## src/u8d_pkg.sv

```systemverilog
// Shared types, constants and helper functions for the UTF-8 stream decoder.
// Used by the front classifier, the byte queue and the decode back end.
// No dependencies.
package u8d_pkg;

  localparam int unsigned MAX_STRING_BYTES = 65536;
  localparam int unsigned POS_W = 17;
  localparam int unsigned CP_W = 21;
  localparam int unsigned QUEUE_DEPTH = 4;
  localparam int unsigned QPTR_W = $clog2(QUEUE_DEPTH);
  localparam int unsigned QCNT_W = QPTR_W + 1;

  localparam logic [POS_W-1:0] POS_MAX = POS_W'(MAX_STRING_BYTES);

  localparam logic [7:0] ASCII_END = 8'h80;
  localparam logic [7:0] LEAD2_MIN = 8'hC2;
  localparam logic [7:0] LEAD3_MIN = 8'he0;
  localparam logic [7:0] LEAD4_MIN = 8'hf0;
  localparam logic [7:0] LEAD4_MAX = 8'hf4;
  localparam logic [7:0] TRAIL_END = 8'hc0;
  localparam logic [1:0] TRAIL_TAG = 2'b10;

  localparam logic [7:0] LEAD3_OK [16] = '{
    8'h20, 8'h30, 8'h30, 8'h30, 8'h30, 8'h30, 8'h30, 8'h30,
    8'h30, 8'h30, 8'h30, 8'h30, 8'h30, 8'h10, 8'h30, 8'h30
  };
  localparam logic [7:0] LEAD4_OK [16] = '{
    8'h00, 8'h00, 8'h00, 8'h00, 8'h00, 8'h00, 8'h00, 8'h00,
    8'h1e, 8'h0f, 8'h0f, 8'h0f, 8'h00, 8'h00, 8'h00, 8'h00
  };

  typedef enum logic [2:0] {
    CLS_ASCII,
    CLS_LEAD2,
    CLS_LEAD3,
    CLS_LEAD4,
    CLS_TRAIL,
    CLS_BAD
  } byte_class_t;

  typedef enum logic [1:0] {
    SEQ_NONE,
    SEQ_TWO,
    SEQ_THREE,
    SEQ_FOUR
  } seq_kind_t;

  typedef struct packed {
    logic [7:0]  byte_value;
    logic        last_byte;
    byte_class_t cls;
  } q_entry_t;

  function automatic byte_class_t classify(input logic [7:0] b);
    byte_class_t c;
    if (b < ASCII_END) c = CLS_ASCII;
    else if (b < TRAIL_END) c = CLS_TRAIL;
    else if (b < LEAD2_MIN) c = CLS_BAD;
    else if (b < LEAD3_MIN) c = CLS_LEAD2;
    else if (b < LEAD4_MIN) c = CLS_LEAD3;
    else if (b <= LEAD4_MAX) c = CLS_LEAD4;
    else c = CLS_BAD;
    return c;
  endfunction

  function automatic logic [POS_W-1:0] sat_inc(input logic [POS_W-1:0] p);
    return (p >= POS_MAX) ? POS_MAX : p + POS_W'(1);
  endfunction

  // The first trail byte of a three- or four-byte sequence has a range that
  // depends on the lead byte; all other trail bytes only need the 10xxxxxx tag.
  function automatic logic first_trail_ok(input seq_kind_t seq, input logic [3:0] lead_bits,
                                          input logic [7:0] b);
    logic ok;
    case (seq)
      SEQ_THREE: ok = LEAD3_OK[lead_bits][b[7:5]];
      SEQ_FOUR:  ok = LEAD4_OK[b[7:4]][lead_bits[2:0]];
      default:   ok = (b[7:6] == TRAIL_TAG);
    endcase
    return ok;
  endfunction

endpackage

```

## src/u8d_front.sv

```systemverilog
// Front end of the UTF-8 stream decoder: accepts bytes and tags each with its class.
// Depends on u8d_pkg; feeds u8d_queue.
module u8d_front (
  input  logic             byte_valid,
  output logic             byte_stall,
  input  logic [7:0]       byte_value,
  input  logic             last_byte,
  input  logic             queue_full,
  output logic             push,
  output u8d_pkg::q_entry_t push_entry
);
  import u8d_pkg::*;

  assign byte_stall = queue_full;
  assign push = byte_valid && !queue_full;

  always_comb begin
    push_entry.byte_value = byte_value;
    push_entry.last_byte = last_byte;
    push_entry.cls = classify(byte_value);
  end

endmodule

```

## src/u8d_queue.sv

```systemverilog
// Short queue of classified bytes between the decoder front and back ends.
// Depends on u8d_pkg.
module u8d_queue (
  input  logic             clk,
  input  logic             rst,
  input  logic             push,
  input  u8d_pkg::q_entry_t push_entry,
  input  logic             pop,
  output logic             full,
  output logic             head_valid,
  output u8d_pkg::q_entry_t head
);
  import u8d_pkg::*;

  q_entry_t            mem [QUEUE_DEPTH];
  logic [QPTR_W-1:0]   wr_ptr;
  logic [QPTR_W-1:0]   rd_ptr;
  logic [QCNT_W-1:0]   count;

  assign full = (count == QCNT_W'(QUEUE_DEPTH));
  assign head_valid = (count != '0);
  assign head = mem[rd_ptr];

  always_ff @(posedge clk) begin
    if (push) begin
      mem[wr_ptr] <= push_entry;
    end
  end

  always_ff @(posedge clk) begin
    if (rst) begin
      wr_ptr <= '0;
      rd_ptr <= '0;
      count <= '0;
    end else begin
      if (push) wr_ptr <= wr_ptr + QPTR_W'(1);
      if (pop) rd_ptr <= rd_ptr + QPTR_W'(1);
      if (push && !pop) count <= count + QCNT_W'(1);
      else if (pop && !push) count <= count - QCNT_W'(1);
    end
  end

endmodule

```

## src/u8d_back.sv

```systemverilog
// Back end of the UTF-8 stream decoder: sequence state, checks and the result register.
// Depends on u8d_pkg; takes classified bytes from u8d_queue.
module u8d_back (
  input  logic                        clk,
  input  logic                        rst,
  input  logic                        head_valid,
  input  u8d_pkg::q_entry_t           head,
  output logic                        pop,
  input  logic                        cfg_valid,
  input  logic                        cfg_data,
  output logic                        result_valid,
  input  logic                        result_stall,
  output logic [u8d_pkg::CP_W-1:0]    code_point,
  output logic                        point_valid,
  output logic                        end_of_string,
  output logic                        error_flag,
  output logic [u8d_pkg::POS_W-1:0]   error_offset
);
  import u8d_pkg::*;

  logic              emit_code_points;
  logic [15:0]       partial_value, partial_value_next;
  logic [1:0]        trail_remaining, trail_remaining_next;
  seq_kind_t         sequence_kind, sequence_kind_next;
  logic              first_trail_pending, first_trail_pending_next;
  logic              dropping_rest, dropping_rest_next;
  logic [POS_W-1:0]  byte_position, byte_position_next;

  logic [7:0]        b;
  logic              last;
  logic              in_seq;
  logic              is_lead;
  logic              trail_ok;
  logic              do_fail;
  logic              do_done;
  logic [POS_W-1:0]  pos_inc;
  logic [POS_W-1:0]  fail_off;
  logic [CP_W-1:0]   done_cp;

  logic              res_en;
  logic [CP_W-1:0]   res_cp;
  logic              res_pv;
  logic              res_eos;
  logic              res_err;
  logic [POS_W-1:0]  res_off;

  assign pop = head_valid && (!result_valid || !result_stall);

  assign b = head.byte_value;
  assign last = head.last_byte;
  assign in_seq = (sequence_kind != SEQ_NONE);
  assign is_lead = (head.cls == CLS_LEAD2) || (head.cls == CLS_LEAD3) ||
                   (head.cls == CLS_LEAD4);
  assign trail_ok = first_trail_pending ? first_trail_ok(sequence_kind, partial_value[3:0], b)
                                        : (head.cls == CLS_TRAIL);
  assign pos_inc = sat_inc(byte_position);

  assign do_fail = !dropping_rest && (
      (!in_seq && (head.cls == CLS_BAD || head.cls == CLS_TRAIL)) ||
      (!in_seq && is_lead && last) ||
      (in_seq && !trail_ok) ||
      (in_seq && trail_ok && trail_remaining > 2'd1 && last));
  assign do_done = !dropping_rest && (
      (!in_seq && head.cls == CLS_ASCII) ||
      (in_seq && trail_ok && trail_remaining <= 2'd1));
  assign fail_off = (in_seq && !trail_ok) ? byte_position : pos_inc;
  assign done_cp = in_seq ? {partial_value[14:0], b[5:0]} : {{(CP_W-8){1'b0}}, b};

  always_comb begin
    partial_value_next = partial_value;
    trail_remaining_next = trail_remaining;
    sequence_kind_next = sequence_kind;
    first_trail_pending_next = first_trail_pending;
    dropping_rest_next = dropping_rest;
    byte_position_next = byte_position;
    if (pop) begin
      if (dropping_rest) begin
        if (last) begin
          dropping_rest_next = 1'b0;
          byte_position_next = '0;
        end
      end else if (do_fail || do_done) begin
        partial_value_next = '0;
        trail_remaining_next = '0;
        sequence_kind_next = SEQ_NONE;
        first_trail_pending_next = 1'b0;
        if (last) begin
          byte_position_next = '0;
        end else if (do_fail) begin
          dropping_rest_next = 1'b1;
        end else begin
          byte_position_next = pos_inc;
        end
      end else if (!in_seq) begin
        first_trail_pending_next = 1'b1;
        byte_position_next = pos_inc;
        unique case (head.cls)
          CLS_LEAD2: begin
            sequence_kind_next = SEQ_TWO;
            trail_remaining_next = 2'd1;
            partial_value_next = {11'b0, b[4:0]};
          end
          CLS_LEAD3: begin
            sequence_kind_next = SEQ_THREE;
            trail_remaining_next = 2'd2;
            partial_value_next = {12'b0, b[3:0]};
          end
          default: begin
            sequence_kind_next = SEQ_FOUR;
            trail_remaining_next = 2'd3;
            partial_value_next = {13'b0, b[2:0]};
          end
        endcase
      end else begin
        partial_value_next = {partial_value[9:0], b[5:0]};
        trail_remaining_next = trail_remaining - 2'd1;
        first_trail_pending_next = 1'b0;
        byte_position_next = pos_inc;
      end
    end
  end

  always_comb begin
    res_en = 1'b0;
    res_cp = '0;
    res_pv = 1'b0;
    res_eos = 1'b0;
    res_err = 1'b0;
    res_off = '0;
    if (pop && do_fail) begin
      res_en = 1'b1;
      res_eos = 1'b1;
      res_err = 1'b1;
      res_off = fail_off;
    end else if (pop && do_done) begin
      res_en = emit_code_points || last;
      res_pv = emit_code_points;
      res_cp = emit_code_points ? done_cp : '0;
      res_eos = last;
    end
  end

  always_ff @(posedge clk) begin
    if (rst) begin
      emit_code_points <= 1'b1;
      partial_value <= '0;
      trail_remaining <= '0;
      sequence_kind <= SEQ_NONE;
      first_trail_pending <= 1'b0;
      dropping_rest <= 1'b0;
      byte_position <= '0;
      result_valid <= 1'b0;
    end else begin
      if (cfg_valid) emit_code_points <= cfg_data;
      partial_value <= partial_value_next;
      trail_remaining <= trail_remaining_next;
      sequence_kind <= sequence_kind_next;
      first_trail_pending <= first_trail_pending_next;
      dropping_rest <= dropping_rest_next;
      byte_position <= byte_position_next;
      if (res_en) result_valid <= 1'b1;
      else if (!result_stall) result_valid <= 1'b0;
    end
  end

  always_ff @(posedge clk) begin
    if (res_en) begin
      code_point <= res_cp;
      point_valid <= res_pv;
      end_of_string <= res_eos;
      error_flag <= res_err;
      error_offset <= res_off;
    end
  end

endmodule

```

## src/utf8_stream_decoder_core.sv

```systemverilog
// Strict UTF-8 decoder and validator, one byte word per cycle unless results stall.
// An accepted byte is written into the byte queue; the back end decodes the queue head
// and loads its result into the result register, which holds while results stall.
// Throughput: one byte per cycle unless results stall; the back end decodes the head
// combinationally. The four-entry byte queue lets input flow on while results stall.
// Synchronous active-high reset empties the queue and result register, clears the
// sequence state and sets emit_code_points to 1.
module utf8_stream_decoder_core (
  input  logic                        clk,
  input  logic                        rst,
  input  logic                        byte_valid,
  output logic                        byte_stall,
  input  logic [7:0]                  byte_value,
  input  logic                        last_byte,
  input  logic                        cfg_valid,
  output logic                        cfg_ready,
  input  logic                        cfg_data,
  output logic                        result_valid,
  input  logic                        result_stall,
  output logic [u8d_pkg::CP_W-1:0]    code_point,
  output logic                        point_valid,
  output logic                        end_of_string,
  output logic                        error_flag,
  output logic [u8d_pkg::POS_W-1:0]   error_offset
);
  import u8d_pkg::*;

  logic     queue_full;
  logic     push;
  q_entry_t push_entry;
  logic     pop;
  logic     head_valid;
  q_entry_t head;

  assign cfg_ready = 1'b1;

  u8d_front u_front (
    .byte_valid (byte_valid),
    .byte_stall (byte_stall),
    .byte_value (byte_value),
    .last_byte  (last_byte),
    .queue_full (queue_full),
    .push       (push),
    .push_entry (push_entry)
  );

  u8d_queue u_queue (
    .clk        (clk),
    .rst        (rst),
    .push       (push),
    .push_entry (push_entry),
    .pop        (pop),
    .full       (queue_full),
    .head_valid (head_valid),
    .head       (head)
  );

  u8d_back u_back (
    .clk           (clk),
    .rst           (rst),
    .head_valid    (head_valid),
    .head          (head),
    .pop           (pop),
    .cfg_valid     (cfg_valid && cfg_ready),
    .cfg_data      (cfg_data),
    .result_valid  (result_valid),
    .result_stall  (result_stall),
    .code_point    (code_point),
    .point_valid   (point_valid),
    .end_of_string (end_of_string),
    .error_flag    (error_flag),
    .error_offset  (error_offset)
  );

endmodule

```

## config.mk

```make
export PLATFORM = sky130hd
export DESIGN_NAME = utf8_stream_decoder_core
export DESIGN_NICKNAME = d
export VERILOG_FILES = /design/src/u8d_pkg.sv /design/src/u8d_front.sv /design/src/u8d_queue.sv /design/src/u8d_back.sv /design/src/utf8_stream_decoder_core.sv
export SDC_FILE = /design/constraint.sdc
export NUM_CORES = 1
export LEC_CHECK = 0
export BUFFER_PORTS_ARGS = -buffer_cell sky130_fd_sc_hd__clkbuf_2
export CAP_MARGIN = 20
export CORE_MARGIN = 1
export CORE_UTILIZATION = 30
export DETAILED_ROUTE_END_ITERATION = 8
export SYNTH_ARGS = -nofsm -noshare
export SYNTH_HDL_FRONTEND = slang
export SYNTH_HIERARCHICAL = 1
export SYNTH_SLANG_ARGS = --single-unit
```

## constraint.sdc

```tcl
create_clock -name clk -period 5.5 [get_ports clk]
set_input_delay 0.275 -clock clk [delete_from_list [all_inputs] [get_ports clk]]
set_output_delay 0.275 -clock clk [all_outputs]
set_load 0.03 [all_outputs]
```

# After elaboration in Yosys (flattened, before gate mapping)
# Memories as Yosys holds them, arrays and structs flattened. A register that Yosys moved wholly into a read port is not among the register bits.
# Index checks and enable logic that the tools add are counted.
classes:
  n_addsub: 6
  multipliers: 0
  div: 0
  magnitude_cmp: 13
  eq_ne: 13
  shift: 0
  n_mux: 51
  bitwise: 6
  n_reduce_logical: 45
ops:
  columns: ["cell", "n"]
  rows:
  - ["2-to-1 mux 17 bit", 7]
  - ["< comparator 8 bit, second input constant", 5]
  - ["2-to-1 mux 8 bit", 5]
  - ["2-to-1 mux 15 bit", 2]
  - ["2-to-1 mux 3 bit", 8]
  - ["2-to-1 mux 1 bit", 18]
  - ["adder 17 x 1 -> 17 bit, second input constant", 1]
  - [">= comparator 17 bit, second input constant", 1]
  - ["logical AND 1 bit", 17]
  - ["2-to-1 mux 2 bit", 6]
  - [">= comparator 5 bit, second input constant", 2]
  - ["logical OR 1 bit", 10]
  - ["NOT 4 -> 5 bit", 2]
  - ["case mux 5 bit (2 select lines)", 1]
  - ["equality test 3 bit, second input constant", 3]
  - ["less-or-equal comparator 8 bit, second input constant", 1]
  - ["zero test 1 bit", 8]
  - ["< comparator 3 x 4 -> 1 bit, second input constant", 2]
  - ["binary-select mux 1 bit (select 3 bit)", 2]
  - ["equality test 2 bit, second input constant", 3]
  - ["equality test 3 x 2 -> 1 bit, second input constant", 2]
  - ["AND reduction 3 bit", 2]
  - ["adder 2 x 1 -> 2 bit, second input constant", 2]
  - ["inequality test 2 x 1 -> 1 bit, second input constant", 2]
  - ["18 further kinds", 22]
word_totals:
  register_bits: 88
  latch_bits: 0
  ram_bits: 48
  mem_bits_ro: 256
  input_bits: 15
  out_inout_bits: 44
  wordCells: 154
  mem_count: 3
mem_list:
  columns: ["memory", "words", "width", "read_ports", "rd_ports_with_merged_regs", "write_ports", "line", "source"]
  rows:
  - ["(no name shown)", 16, 8, 1, 0, 0, "u8d_pkg.sv:76", "SEQ_THREE: ok = LEAD3_OK[lead_bits][b[7:5]];"]
  - ["(no name shown)", 16, 8, 1, 0, 0, "u8d_pkg.sv:77", "SEQ_FOUR: ok = LEAD4_OK[b[7:4]][lead_bits[2:0]];"]
  - ["u_queue.mem", 4, 12, 1, 1, 1, "u8d_queue.sv:15", "q_entry_t mem [QUEUE_DEPTH];"]

# Depth between registers and ports, before layout
# Gate-level depths: netlist of the first run.
depth:
  word_depth: 17
  ltp_mapped: 10
  ltp_nobuf: 9

# Modules after synthesis
# Netlist of the first run, hierarchy kept.
by_module_without_submodules:
  columns: ["mod", "n_inst", "cells_per_inst", "area_per_inst_um2", "seq_area_each_um2"]
  rows:
  - ["u8d_back", 1, 418, 3980.1, 2031.9]
  - ["u8d_queue", 1, 106, 2165.8, 1621.6]
  - ["u8d_front", 1, 21, 148.9, 0.0]
  - ["utf8_stream_decoder_core", 1, 2, 11.3, 0.0]

# Least setup slack after synthesis of the first run
# Ideal clock, no wire load.
synth_timing:
  kind: "register to register"
  start: "reg with a tool-made name"
  end: "reg u_back/code_point[0] (netlist bit) (enable)"
  setup_time_ns: 0.399
  arrival_ns: 3.298
  required_ns: 5.101
  setup_slack_ns: 1.803
  stages_incl_launch_ff: 10
  path_buffers: 2
  period_less_slack_ns: 3.697
  path_cell_list: "dfxtp_1 buf_6 mux4_2 a2111oi_1 or2_2 a41oi_1 o21ai_0 nand3_1 clkbuf_1 nand2_1"
synth_rtl:
  columns: ["item", "line", "source"]
  rows:
  - ["end signal, assigned", "u8d_back.sv:168", "code_point <= res_cp;"]
  - ["end, declared", "u8d_back.sv:13", "output logic [u8d_pkg::CP_W-1:0] code_point,"]

==> results of run 1 <==
==> path summary, 6_finish.rpt <==
check | to | cells past startpoint | slack, ns | startpoint
worst max-delay path | u_back/code_point[3]$_SDFFCE_PP0P_ | 8 | 1.28 | register
worst min-delay path | u_queue/mem[3][3]$_DFFE_PP_ | 1 | 0.08 | last_byte
worst max register to register | u_back/code_point[3]$_SDFFCE_PP0P_ | 8 | 1.28 | register
worst min register to register | u_back/partial_value[6]$_SDFFE_PP0P_ | 2 | 0.46 | u_back/partial_value[6]$_SDFFE_PP0P_
==> state kept, by name, indices dropped and copies added (netlist names), named ones only <==
name	cells
u_back/dropping_rest	1
u_back/point_valid	1
u_queue/rd_ptr	2
u_back/end_of_string	1
u_back/result_valid	1
u_queue/mem	48
u_back/partial_value	15
u_back/error_offset	17
u_queue/wr_ptr	2
u_back/code_point	21
u_queue/count	3
u_back/sequence_kind	2
u_back/first_trail_pending	1
u_back/byte_position	17
u_back/error_flag	1
u_back/emit_code_points	1
u_back/trail_remaining	2
==> layout make-up <==
type                    instances  area, µm²  share of cell area
repair buffers                 59        300              0.0411
inverters                      16       60.1             0.00822
clock inverters                11        148              0.0202
multi-input cells             352       2350               0.322
clock buffers                  21        450              0.0617
well taps                     270        338              0.0463
flip-flops and latches        138       3650               0.500
==> report_power, final <==
group / leakage, nW / switching (mW) / internal [mW]
Combinational: 1.14 / 1.27 / 0.462
Sequential: 1.24 / 0.144 / 1.46
Clock: 0.281 / 0.418 / 0.724
Total: 2.66 / 1.83 / 2.65
==> metal layers <==
layer,vias to the layer above,part of all wire,GRT usage
met1,2097,0.43,0.166
met2,172,0.48,0.217
met5,-,0,0
met4,0,0.016,0.0582
li1,2089,-,-
met3,19,0.066,0.0329
==> logic make-up after synthesis <==
kind of cell	Yosys count
AO/OA/AOI/OAI	120
other	1
multiplexers	22
AND/OR/NAND/NOR	193
flip-flops	138
XOR/XNOR	7
adder cells (fa/ha/maj)	9
buffers and inverters	57
==> synthesized netlist by cell type, drive strengths merged (4+ instances only) <==
cell type and instances:
a21oi 44, a31oi 6, a32oi 11, and2 10, and3 33, buf 25, clkbuf 16, dfxtp 49
edfxtp 89, ha 8, inv 16, mux2i 10, mux4 12, nand2 47, nand2b 4, nand3 10
nand4 7, nor2 55, nor2b 6, o21ai 33, xor2 5
==> cell usage in the layout (no fill, tap or decap), drive strengths merged, types with 7 or more instances in the layout <==
master / instances
dfxtp: 49
and2: 10
o21ai: 33
clkbuf: 78
nand2: 47
nand3: 10
mux2i: 10
nor2: 55
inv: 16
a32oi: 11
mux4: 12
ha: 8
edfxtp: 89
nand4: 7
and3: 33
a21oi: 44
==> worst reg2reg max path, stage by stage (launching register included) <==
cell       delay (ns)
dfxtp_1          0.83
mux4_1           0.72
a2111oi_1        0.52
or2_2            0.25
a41oi_1          0.21
o21ai_0          0.21
nand3_1          0.09
buf_4            0.27
nand2_2          0.70
==> out/qor.txt, run 1 <==
======================================================================================================
Status .................................................................................. finished, final reports clean
Critical path buffer and inverter count .................................................            1
Fraction of synthesized cell area taken by the top area cell type .......................        0.424
Ratio of cells with drive above 1 in the final layout ...................................        0.201
Combinational family with the most area after synthesis ................................. simple AND/OR/NAND/NOR gates
Arrival time at the worst endpoint ......................................................      4.26 ns
First-pass GRT wire length ..............................................................      22.1 mm
Cell Area, Synth ........................................................................     6310 µm²
Routability congestion estimate from global placement ...................................        0.817
Type of the most critical hold path ..................................................... input port to register
Critical Path Sink Type .................................................................     register
Worst endpoint required time ............................................................      5.53 ns
Starting density of the core ............................................................        0.309
Worst hold-check slack ..................................................................    0.0817 ns
Number of pins with negative max-slew slack in the final report .........................            0
Overall Power ...........................................................................      4.47 mW
Count of synthesis-stage warnings from yosys ............................................            6
Overall die width .......................................................................       147 µm
Placed Cells incl. Taps .................................................................          835
Primary FF master, synth ................................................................     edfxtp_1
Longest individual stage delay on the worst path ........................................      0.83 ns
Total of buffers placed on input and output ports .......................................           57
Number of synthesized flops with an enable pin ..........................................           89
Half-perimeter wire length of the detailed placement result .............................      9.06 mm
Via count ...............................................................................        4,377
Leading area contributor after synthesis ................................................     edfxtp_1
Transition at the pin with the smallest max-transition slack ............................      1.08 ns
Compound-Gate Fraction of Synth Area ....................................................        0.128
Mean cell area of the mapped netlist ....................................................     11.5 µm²
Final Cycle Share .......................................................................        0.768
Final worst setup slack .................................................................      1.28 ns
Violation count after the first detailed-routing iteration ..............................          331
Post-synth ARST share ...................................................................            0
Critical path's slowest cell ............................................................      dfxtp_1
Core region area ........................................................................   20,400 µm²
Mapped Cells ............................................................................          547
CP Class ................................................................................ register to register
Number of cells upsized or downsized after cts ..........................................            0
Pin count of the biggest net entering global routing ....................................           42
Number of H-tree branching levels .......................................................            4
Max-cap violations ......................................................................            0
Chain of cells forming the critical path ................................................ mux4_1 -> a2111oi_1 -> or2_2 -> a41oi_1 -> o21ai_0 -> nand3_1 -> buf_4 -> nand2_2
Clk_skew ................................................................................   0.00803 ns
Antenna Violating Nets Remaining ........................................................            0
I/O pin count ...........................................................................           59
Cell area after layout ..................................................................     7300 µm²
Area growth from synthesis to layout ....................................................        15.8%
Type of element launching the critical path .............................................     register
# diodes ................................................................................            0
Post-synthesis share of cell area spent on full adders, half adders and majority gates ..       0.0190
Net total in the final layout ...........................................................          608
Total power density per cell area .......................................................   613 nW/µm²
Number of rows in the core area .........................................................           52
Pre-CTS WS ..............................................................................      1.16 ns
1st-pass router iterations ..............................................................            5
Grt ovf .................................................................................            0
Number of global-route vias before repair ...............................................        4,330
Multiplexer fraction of the synthesized cell area .......................................       0.0599
Max-slew headroom .......................................................................        0.283
Post-layout utilization of the core .....................................................        0.357
Total negative slack for setup checks ...................................................         0 ns
TritonCTS clock tree ....................................................................          yes
Vias/cell ...............................................................................         5.05
Maximum ir drop on the vdd rail .........................................................       356 µV
Minimum clock period ....................................................................      4.22 ns
Filler Cell Count .......................................................................        2,040
Setup-failing EPs final .................................................................            0
Detailed-route DRC error count ..........................................................            0
CTS buffer count ........................................................................           17
Net count of the mapped netlist .........................................................          571
Number of buffers on the longest clock path .............................................            2
Hold buffer count at cts ................................................................            0
Clock tree root buffer cell .............................................................    clkbuf_16
Placed Instance Area ....................................................................     6700 µm²
DIE AREA ................................................................................   21,600 µm²
Share of the synthesized netlist area taken by xor and xnor gates .......................      0.00972
Clock transition at the register clock pins on the worst setup and hold paths after CTS .      0.06 ns
Total global routing track utilization ..................................................        0.132
Final wirelength ........................................................................      13.6 mm
Clock insertion delay at the later pin of the skew report ...............................      0.42 ns
Simple-gate share of the synthesized area ...............................................        0.155
Number of post-CTS setup repair buffers .................................................            0
Mean routed wirelength per cell .........................................................      15.7 µm
Distinct cell type count of the synthesized netlist .....................................           66
Post-synthesis register bit count .......................................................          138
Leakage power total .....................................................................      2.66 nW
Height of the die .......................................................................       147 µm
Sequential area share after synthesis ...................................................        0.579
Max Freq ................................................................................    0.237 GHz
Final standard cell count with taps included and fillers excluded .......................          867
# clock sinks ...........................................................................          138
Hold violation count in the final report ................................................            0
RSZ-0062 raised after global routing ....................................................           no
Peak fanout along the critical path .....................................................           41
Number of antenna violations at the first check in global routing .......................            0
Cell types occupying the most area after synthesis ...................................... edfxtp_1 (42%), dfxtp_1 (16%), mux4_2 (3.6%), and3_1 (3.3%), nor2_1 (3.0%)
Kind of cell with the highest combined delay on the critical path ....................... simple AND/OR/NAND/NOR gates
======================================================================================================
Power figures use the tool's default switching activity.
==> run 2, diff against run 1 <==
--- a/config.mk
+++ b/config.mk
@@ -5,6 +5,7 @@
 export SDC_FILE = /design/constraint.sdc
 export NUM_CORES = 1
 export LEC_CHECK = 0
+export ABC_AREA = 1
 export BUFFER_PORTS_ARGS = -buffer_cell sky130_fd_sc_hd__clkbuf_2
 export CAP_MARGIN = 20
 export CORE_MARGIN = 1
==> constraint.sdc (replaced) <==
create_clock -name clk -period 4.33 [get_ports clk]
set_input_delay 0.2165 -clock clk [delete_from_list [all_inputs] [get_ports clk]]
set_output_delay 0.2165 -clock clk [all_outputs]
set_load 0.03 [all_outputs]
==> run 2 against run 1 <==
Effect of this change: non-clock buffer count is 4 higher; clock skew increased by 0.0024 ns; utilization up 0.14 points; sequential share of layout area is 0.51 points lower; sequential power increased by 32%; critical path depth increased by 10; worst setup slack got worse by 0.29 ns; first-iteration DRC count grew 9.4%; register-to-register slack worse by 0.29 ns; critical endpoint is now u_back/code_point[20]$_SDFFCE_PP0P_; highest routed layer unchanged.
==> out/qor.txt, run 2 <==
======================================================================================================
Starting density of the core ............................................................        0.310   was 0.309
Leakage power total .....................................................................      2.85 nW   was 2.66 nW
Setup-failing EPs final .................................................................            0   unchanged
Post-synthesis register bit count .......................................................          138   unchanged
Height of the die .......................................................................       148 µm   was 147 µm
Total power density per cell area .......................................................   817 nW/µm²   was 613 nW/µm²
1st-pass router iterations ..............................................................            5   unchanged
Type of the most critical hold path ..................................................... input port to register   unchanged
Sequential area share after synthesis ...................................................        0.573   was 0.579
Most frequent cells in the layout ....................................................... nand2_1 (112), edfxtp_1 (89), nor2_1 (85)   was edfxtp_1 (89), clkbuf_2 (57), nor2_1 (51)
Internal power contribution .............................................................      3.41 mW   was 2.65 mW
Final standard cell count with taps included and fillers excluded .......................        1,027   was 867
Final wirelength ........................................................................      13.5 mm   was 13.6 mm
Pre-CTS WS ..............................................................................     0.955 ns   was 1.16 ns
Area growth from synthesis to layout ....................................................        15.7%   was 15.8%
Antenna Violating Nets Remaining ........................................................            0   unchanged
Chain of cells forming the critical path ................................................ buf_4 -> inv_2 -> o21ai_0 -> o22ai_1 -> nand2_1 -> nand2_1 -> nand2_1 -> nand3_1 -> nand3_1 -> nand2_1 -> nand2_2 -> nand3_2 -> nand2_2 -> inv_2 -> nor2_2 -> o21ai_0 -> nand2_2 -> buf_4   was mux4_1 -> a2111oi_1 -> or2_2 -> a41oi_1 -> o21ai_0 -> nand3_1 -> buf_4 -> nand2_2
Fraction of power spent switching nets ..................................................        0.434   was 0.409
Core region area ........................................................................   20,600 µm²   was 20,400 µm²
Biggest registers after layout .......................................................... u_queue/mem x48, u_back/code_point x21   unchanged
Logic depth of the worst path, buffers included .........................................           18   was 8
Mean cell area of the mapped netlist ....................................................     9.12 µm²   was 11.5 µm²
Hold buffer count at cts ................................................................            0   unchanged
Arrival time at the worst endpoint ......................................................      3.47 ns   was 4.26 ns
Vias/cell ...............................................................................         4.65   was 5.05
TritonCTS clock tree ....................................................................          yes   unchanged
DIE AREA ................................................................................   21,800 µm²   was 21,600 µm²
FF-to-FF setup slack ....................................................................      0.99 ns   was 1.28 ns
Number of cells upsized or downsized after cts ..........................................            0   unchanged
# diodes ................................................................................            0   unchanged
Final Cycle Share .......................................................................        0.772   was 0.768
Placed Instance Area ....................................................................     6800 µm²   was 6700 µm²
Flip-flop count of the largest register after layout ....................................           48   unchanged
Number of rows in the core area .........................................................           52   unchanged
Final worst setup slack .................................................................     0.986 ns   was 1.28 ns
Worst reg-to-reg path cell count ........................................................           18   was 8
Pin count of the biggest net entering global routing ....................................           36   was 42
Termination of the worst setup path ..................................................... u_back/code_point[20]$_SDFFCE_PP0P_   was u_back/code_point[3]$_SDFFCE_PP0P_
Ratio of cells with drive above 1 in the final layout ...................................        0.177   was 0.201
Clock network fraction of design power ..................................................        0.234   was 0.255
Overall die width .......................................................................       148 µm   was 147 µm
Clock tree root buffer cell .............................................................    clkbuf_16   unchanged
Power dissipated by switching net loads .................................................      2.61 mW   was 1.83 mW
Mapped Cells ............................................................................          699   was 547
Cell area after layout ..................................................................     7380 µm²   was 7300 µm²
Number of buffers on the longest clock path .............................................            2   unchanged
Post-synth ARST share ...................................................................            0   unchanged
Transition at the pin with the smallest max-transition slack ............................     0.810 ns   was 1.08 ns
Routability congestion estimate from global placement ...................................        0.845   was 0.817
Clock transition at the register clock pins on the worst setup and hold paths after CTS .      0.06 ns   about the same
Via count ...............................................................................        4,774   was 4,377
# clock sinks ...........................................................................          138   unchanged
Worst endpoint required time ............................................................      4.45 ns   was 5.53 ns
Critical path buffer and inverter count .................................................            4   was 1
Total of buffers placed on input and output ports .......................................           57   unchanged
Total global routing track utilization ..................................................        0.132   about the same
Half-perimeter wire length of the detailed placement result .............................      9.44 mm   was 9.06 mm
Number of H-tree branching levels .......................................................            4   unchanged
Detailed-route DRC error count ..........................................................            0   unchanged
Mean routed wirelength per cell .........................................................      13.2 µm   was 15.7 µm
Net total in the final layout ...........................................................          768   was 608
Distinct cell type count of the synthesized netlist .....................................           38   was 66
Maximum ir drop on the vdd rail .........................................................       326 µV   was 356 µV
Post-layout utilization of the core .....................................................        0.359   was 0.357
Longest individual stage delay on the worst path ........................................      0.47 ns   was 0.83 ns
Grt ovf .................................................................................            0   unchanged
Peak fanout along the critical path .....................................................           24   was 41
Reg power frac ..........................................................................        0.351   was 0.358
Most frequent cell on the critical path .................................................      nand2_1
CP Class ................................................................................ register to register   unchanged
Reg2Reg Capture Point ................................................................... u_back/code_point[20]$_SDFFCE_PP0P_   was u_back/code_point[3]$_SDFFCE_PP0P_
Type of element launching the critical path .............................................     register   unchanged
Count of synthesis-stage warnings from yosys ............................................            6   unchanged
Leading post-synthesis cells by instance count .......................................... nand2_1 (113), edfxtp_1 (89), nor2_1 (85)   was edfxtp_1 (89), nor2_1 (51), dfxtp_1 (49)
Violation count after the first detailed-routing iteration ..............................          362   was 331
Fraction of power consumed by combinational cells .......................................        0.415   was 0.387
Number of pins with negative max-slew slack in the final report .........................            0   unchanged
First-pass GRT wire length ..............................................................      22.4 mm   was 22.1 mm
Critical path's slowest cell ............................................................      nand2_2   was dfxtp_1
Cell types occupying the most area after synthesis ...................................... edfxtp_1 (42%), dfxtp_1 (15%), nand2_1 (6.7%), a21oi_1 (5.2%), nor2_1 (5.0%)   was edfxtp_1 (42%), dfxtp_1 (16%), mux4_2 (3.6%), and3_1 (3.3%), nor2_1 (3.0%)
RSZ-0062 raised after global routing ....................................................           no   unchanged
Max-slew headroom .......................................................................        0.458   was 0.283
Number of global-route vias before repair ...............................................        4,430   was 4,330
Minimum clock period ....................................................................      3.34 ns   was 4.22 ns
Cell Area, Synth ........................................................................     6380 µm²   was 6310 µm²
Clock insertion delay at the later pin of the skew report ...............................      0.43 ns   was 0.42 ns
Max-cap violations ......................................................................            0   unchanged
Most frequent standard cell in the layout excluding fill and tap cells ..................      nand2_1   was edfxtp_1
CTS buffer count ........................................................................           17   unchanged
Total negative slack for setup checks ...................................................         0 ns   unchanged
Placed Cells incl. Taps .................................................................          995   was 835
Primary FF master, synth ................................................................     edfxtp_1   unchanged
Hold violation count in the final report ................................................            0   unchanged
Leading area contributor after synthesis ................................................     edfxtp_1   unchanged
Critical Path Sink Type .................................................................     register   unchanged
Fraction of synthesized cell area taken by the top area cell type .......................        0.419   was 0.424
Number of antenna violations at the first check in global routing .......................            0   unchanged
Register with the most flip-flops .......................................................  u_queue/mem   unchanged
Most repeated cell in the gate-level netlist after synthesis ............................      nand2_1   was edfxtp_1
Clk_skew ................................................................................    0.0104 ns   was 0.00803 ns
Status .................................................................................. finished, final reports clean   unchanged
Kind of cell with the highest combined delay on the critical path ....................... simple AND/OR/NAND/NOR gates   unchanged
Max Freq ................................................................................    0.299 GHz   was 0.237 GHz
Number of synthesized flops with an enable pin ..........................................           89   unchanged
I/O pin count ...........................................................................           59   unchanged
Number of post-CTS setup repair buffers .................................................            0   unchanged
Net count of the mapped netlist .........................................................          723   was 571
======================================================================================================
==> run 2: cell types whose count changed in the layout (fill, tap and decap cells not counted), sizes merged, moves of 11 or more <==
cell,change
o21ai,+31
nand3,+33
mux4,-12
and3,-33
inv,+68
nor2,+46
nand2,+76
a21oi,+23
a32oi,-11
==> run 2: worst min-delay path by stage <==
| stage | cells past startpoint | slack (ns) | to | startpoint |
|---|---|---|---|---|
| 2_1_floorplan | 1 | 0.29 | u_queue/count[0]$_SDFFE_PP0P_ | rst |
| 3_3_place_gp | 1 | 0.43 | u_queue/rd_ptr[1]$_SDFFE_PP0P_ | u_queue/rd_ptr[1]$_SDFFE_PP0P_ |
| 3_5_place_dp | 1 | 0.44 | register | u_queue/rd_ptr[1]$_SDFFE_PP0P_ |
| 4_1_cts | 1 | 0.03 | u_queue/mem[0][3]$_DFFE_PP_ | last_byte |
| 5_1_grt | 1 | 0.04 | u_queue/mem[3][3]$_DFFE_PP_ | last_byte |
| 6_report | 1 | 0.05 | u_queue/mem[3][3]$_DFFE_PP_ | last_byte |
==> run 2: power by group through the flow <==
stage / combinational, mW / clock [mW] / sequential [mW]
after global placement: 2.48 / 0 / 2.15
after detailed placement: 2.52 / 0 / 2.14
after global routing: 2.81 / 1.50 / 2.17
after CTS: 2.52 / 1.44 / 2.12
final: 2.50 / 1.41 / 2.12
after floorplan: 1.57 / 0 / 2.53
==> run 2: logic make-up (layout without fill, tap and decap cells) <==
group	Yosys count	count (layout)	synth area share
AOI/OAI and AO/OA	151	151	0.127
DFF	138	138	0.573
and+or+nand+nor	280	280	0.192
other	1	1	0.000588
adders and majority gates	9	9	0.0188
buffers and inverters	119	177	0.0871
xor gates and xnor gates	1	1	0.00137
==> run 2: layer usage <==
metal | GRT usage | vias to the layer above | part of all wire
met3 | 0.0330 | 16 | 0.052
li1 | - | 2415 | -
met1 | 0.182 | 2209 | 0.49
met2 | 0.196 | 134 | 0.45
met5 | 0 | - | 0
met4 | 0.0572 | 0 | 0.017
==> run 2: layout make-up <==
| type | instances | area (µm²) |
|---|---|---|
| fillers | 2154 | 13200 |
| clock buffers | 19 | 433 |
| repair buffers | 63 | 330 |
| inverters | 82 | 308 |
| multi-input cells | 442 | 2170 |
| flip-flops and latches | 138 | 3650 |
| well taps | 270 | 338 |
| clock inverters | 13 | 145 |
==> run 2: stage by stage <==
| step | power, mW | hold slack [ns] |
|---|---|---|
| global placement | 4.63 | 0.431 |
| finish | 6.02 | 0.0521 |
| global route | 6.47 | 0.0421 |
| floorplan | 4.09 | 0.289 |
| detailed placement | 4.66 | 0.439 |
| CTS | 6.09 | 0.0312 |
==> run 3, diff against run 2 <==
==> constraint.sdc (replaced) <==
create_clock -name clk -period 3.27 [get_ports clk]
set_input_delay 0.1635 -clock clk [delete_from_list [all_inputs] [get_ports clk]]
set_output_delay 0.1635 -clock clk [all_outputs]
set_load 0.03 [all_outputs]
==> run 3 against run 2 <==
Effect of this change: fmax increased by 23%; highest routed layer unchanged; power increased by 35%; count of clock-buffer cells in the layout decreased by 2; global-route usage decreased by 0.16 points; critical path depth decreased by 2; die area unchanged; utilization increased by 0.49 points; first-iteration DRC count decreased by 15%; largest cell class unchanged; register-to-register slack got worse by 0.44 ns.
==> out/qor.txt, run 3 (synthesis results as in run 2) <==
======================================================================================================
Worst reg-to-reg path cell count ........................................................           16   was 18
Final Cycle Share .......................................................................        0.832   was 0.772
Number of buffers on the longest clock path .............................................            2   unchanged
Grt ovf .................................................................................            0   unchanged
First-pass GRT wire length ..............................................................      22.1 mm   was 22.4 mm
Placed Cells incl. Taps .................................................................          997   was 995
Net total in the final layout ...........................................................          775   was 768
Type of the most critical hold path ..................................................... input port to register   unchanged
Biggest registers after layout .......................................................... u_queue/mem x48, u_back/code_point x21   unchanged
Height of the die .......................................................................       148 µm   unchanged
Starting density of the core ............................................................        0.310   unchanged
Arrival time at the worst endpoint ......................................................      2.84 ns   was 3.47 ns
Number of cells upsized or downsized after cts ..........................................            0   unchanged
Post-layout utilization of the core .....................................................        0.364   was 0.359
Ratio of cells with drive above 1 in the final layout ...................................        0.183   was 0.177
Number of rows in the core area .........................................................           52   unchanged
RSZ-0062 raised after global routing ....................................................           no   unchanged
# clock sinks ...........................................................................          138   unchanged
Met2 demand-to-capacity share in global routing .........................................        0.195   was 0.196
Clk_skew ................................................................................    0.0136 ns   was 0.0104 ns
Critical Path Sink Type .................................................................     register   unchanged
Flip-flop count of the largest register after layout ....................................           48   unchanged
Detailed-route DRC error count ..........................................................            0   unchanged
Number of antenna violations at the first check in global routing .......................            0   unchanged
Clock insertion delay at the later pin of the skew report ...............................      0.43 ns   about the same
Number of pins with negative max-slew slack in the final report .........................            0   unchanged
Total power density per cell area .......................................................  1090 nW/µm²   was 817 nW/µm²
Filler Cell Count .......................................................................        2,130   was 2,154
Maximum ir drop on the vdd rail .........................................................       497 µV   was 326 µV
Type of element launching the critical path .............................................     register   unchanged
Pin count of the biggest net entering global routing ....................................           36   unchanged
Half-perimeter wire length of the detailed placement result .............................      9.41 mm   was 9.44 mm
GR Util met1 ............................................................................        0.180   was 0.182
Routability congestion estimate from global placement ...................................        0.839   was 0.845
Worst endpoint required time ............................................................      3.39 ns   was 4.45 ns
Core region area ........................................................................   20,600 µm²   unchanged
CP Class ................................................................................ register to register   unchanged
Total global routing track utilization ..................................................        0.131   was 0.132
Most frequent standard cell in the layout excluding fill and tap cells ..................      nand2_1   unchanged
DIE AREA ................................................................................   21,800 µm²   unchanged
Via count ...............................................................................        4,747   was 4,774
Hold Crit Depth .........................................................................            1   unchanged
Transition at the pin with the smallest max-transition slack ............................     0.768 ns   was 0.810 ns
Number of H-tree branching levels .......................................................            4   unchanged
Mean routed wirelength per cell .........................................................      13.1 µm   was 13.2 µm
Peak fanout along the critical path .....................................................           31   was 24
Number of global-route vias before repair ...............................................        4,347   was 4,430
Leakage power total .....................................................................      2.90 nW   was 2.85 nW
# diodes ................................................................................            0   unchanged
Register with the most flip-flops .......................................................  u_queue/mem   unchanged
Total negative slack for setup checks ...................................................         0 ns   unchanged
Hold violation count in the final report ................................................            0   unchanged
Setup-failing EPs final .................................................................            0   unchanged
Clock tree root buffer cell .............................................................    clkbuf_16   unchanged
Final standard cell count with taps included and fillers excluded .......................        1,034   was 1,027
1st-pass router iterations ..............................................................            5   unchanged
Clock transition at the register clock pins on the worst setup and hold paths after CTS .      0.07 ns   was 0.06 ns
Max Freq ................................................................................    0.368 GHz   was 0.299 GHz
Met3 Usage GRT ..........................................................................       0.0343   was 0.0330
Top Usage Layer GRT .....................................................................         met2   unchanged
I/O pin count ...........................................................................           59   unchanged
CTS buffer count ........................................................................           17   unchanged
Most frequent cells in the layout ....................................................... nand2_1 (112), edfxtp_1 (89), nor2_1 (85)   unchanged
Antenna Violating Nets Remaining ........................................................            0   unchanged
Vias/cell ...............................................................................         4.59   was 4.65
Overall die width .......................................................................       148 µm   unchanged
Status .................................................................................. finished, final reports clean   unchanged
Violation count after the first detailed-routing iteration ..............................          308   was 362
Max-cap violations ......................................................................            0   unchanged
Max-slew headroom .......................................................................        0.486   was 0.458
Area growth from synthesis to layout ....................................................        17.3%   was 15.7%
TritonCTS clock tree ....................................................................          yes   unchanged
Final wirelength ........................................................................      13.6 mm   was 13.5 mm
Total of buffers placed on input and output ports .......................................           57   unchanged
Minimum clock period ....................................................................      2.72 ns   was 3.34 ns
======================================================================================================
-- run 3: cell types whose count changed in the layout (fill, tap and decap cells not counted), moves of 2 or more --
cell,delta
dlygate4sd3_1,+3
buf_4,+3
clkinv_8,+2
clkbuf_1,-2
inv_8,+6
clkinv_2,-2
-- run 3: final cells by class --
cell class / instances / area, µm² / area share
sequential: 138 / 3650 / 0.489
inverter: 82 / 308 / 0.0412
timing repair buffer: 70 / 403 / 0.0539
multi-input combinational: 442 / 2170 / 0.290
clock buffer: 17 / 425 / 0.0569
clock inverter: 15 / 180 / 0.0241
tap: 270 / 338 / 0.0452
-- run 3: worst max-delay path, cell delays in order, from the launching register on --
cell and delay, ns:
dfxtp_1 0.46, buf_4 0.27, o21ai_0 0.11, o22ai_1 0.27, nand2_1 0.09, nand2_1 0.09
nand2_1 0.05, nand3_1 0.06, nand3_1 0.07, nand2_1 0.09, nand2_2 0.07, nand3_2 0.09
nand2_2 0.09, nor2_4 0.17, inv_1 0.09, nand2_2 0.12, buf_12 0.20
-- run 3: path summary, 6_finish.rpt --
path | slack (ns) | startpoint | to
min reg2reg | 0.45 | u_queue/rd_ptr[1]$_SDFFE_PP0P_ | u_queue/rd_ptr[1]$_SDFFE_PP0P_
max reg2reg | 0.55 | register | u_back/error_offset[1]$_SDFFCE_PN0P_
max | 0.55 | register | u_back/error_offset[1]$_SDFFCE_PN0P_
min | 0.01 | byte_value[5] | u_queue/mem[1][9]$_DFFE_PP_
-- run 3: metal layers --
| metal | vias up | routed length [µm] |
|---|---|---|
| li1 | 2442 | - |
| met1 | 2177 | 6880 |
| met2 | 117 | 5910 |
| met3 | 11 | 605 |
| met4 | 0 | 155 |
| met5 | - | 0 |
-- run 3: metrics by stage --
stage               worst slack [ns]  area (µm²)  total power [mW]  hold WS (ns)
global placement               0.458        6830              6.17         0.393
detailed placement             0.377        6830              6.21         0.398
finish                         0.550        7480              8.13        0.0141
CTS                            0.364        7460              8.16       0.00218
floorplan                      0.152        6380              5.42         0.236
global route                   0.160        7480              8.67        0.0156
-- run 3: where the power goes --
| part | switching [mW] | internal, mW | leakage [nW] |
|---|---|---|---|
| Sequential | 0.267 | 2.53 | 1.24 |
| Combinational | 2.47 | 0.935 | 1.36 |
| Clock | 0.837 | 1.09 | 0.291 |
| Total | 3.57 | 4.56 | 2.90 |
-- run 3: timing repair --
action | in CTS | in global routing
hold buffers | 3 | 0
endpoints found under the hold margin | 12 | 0
endpoints found under the setup margin | 0 | 21
buffers inserted | 0 | 2
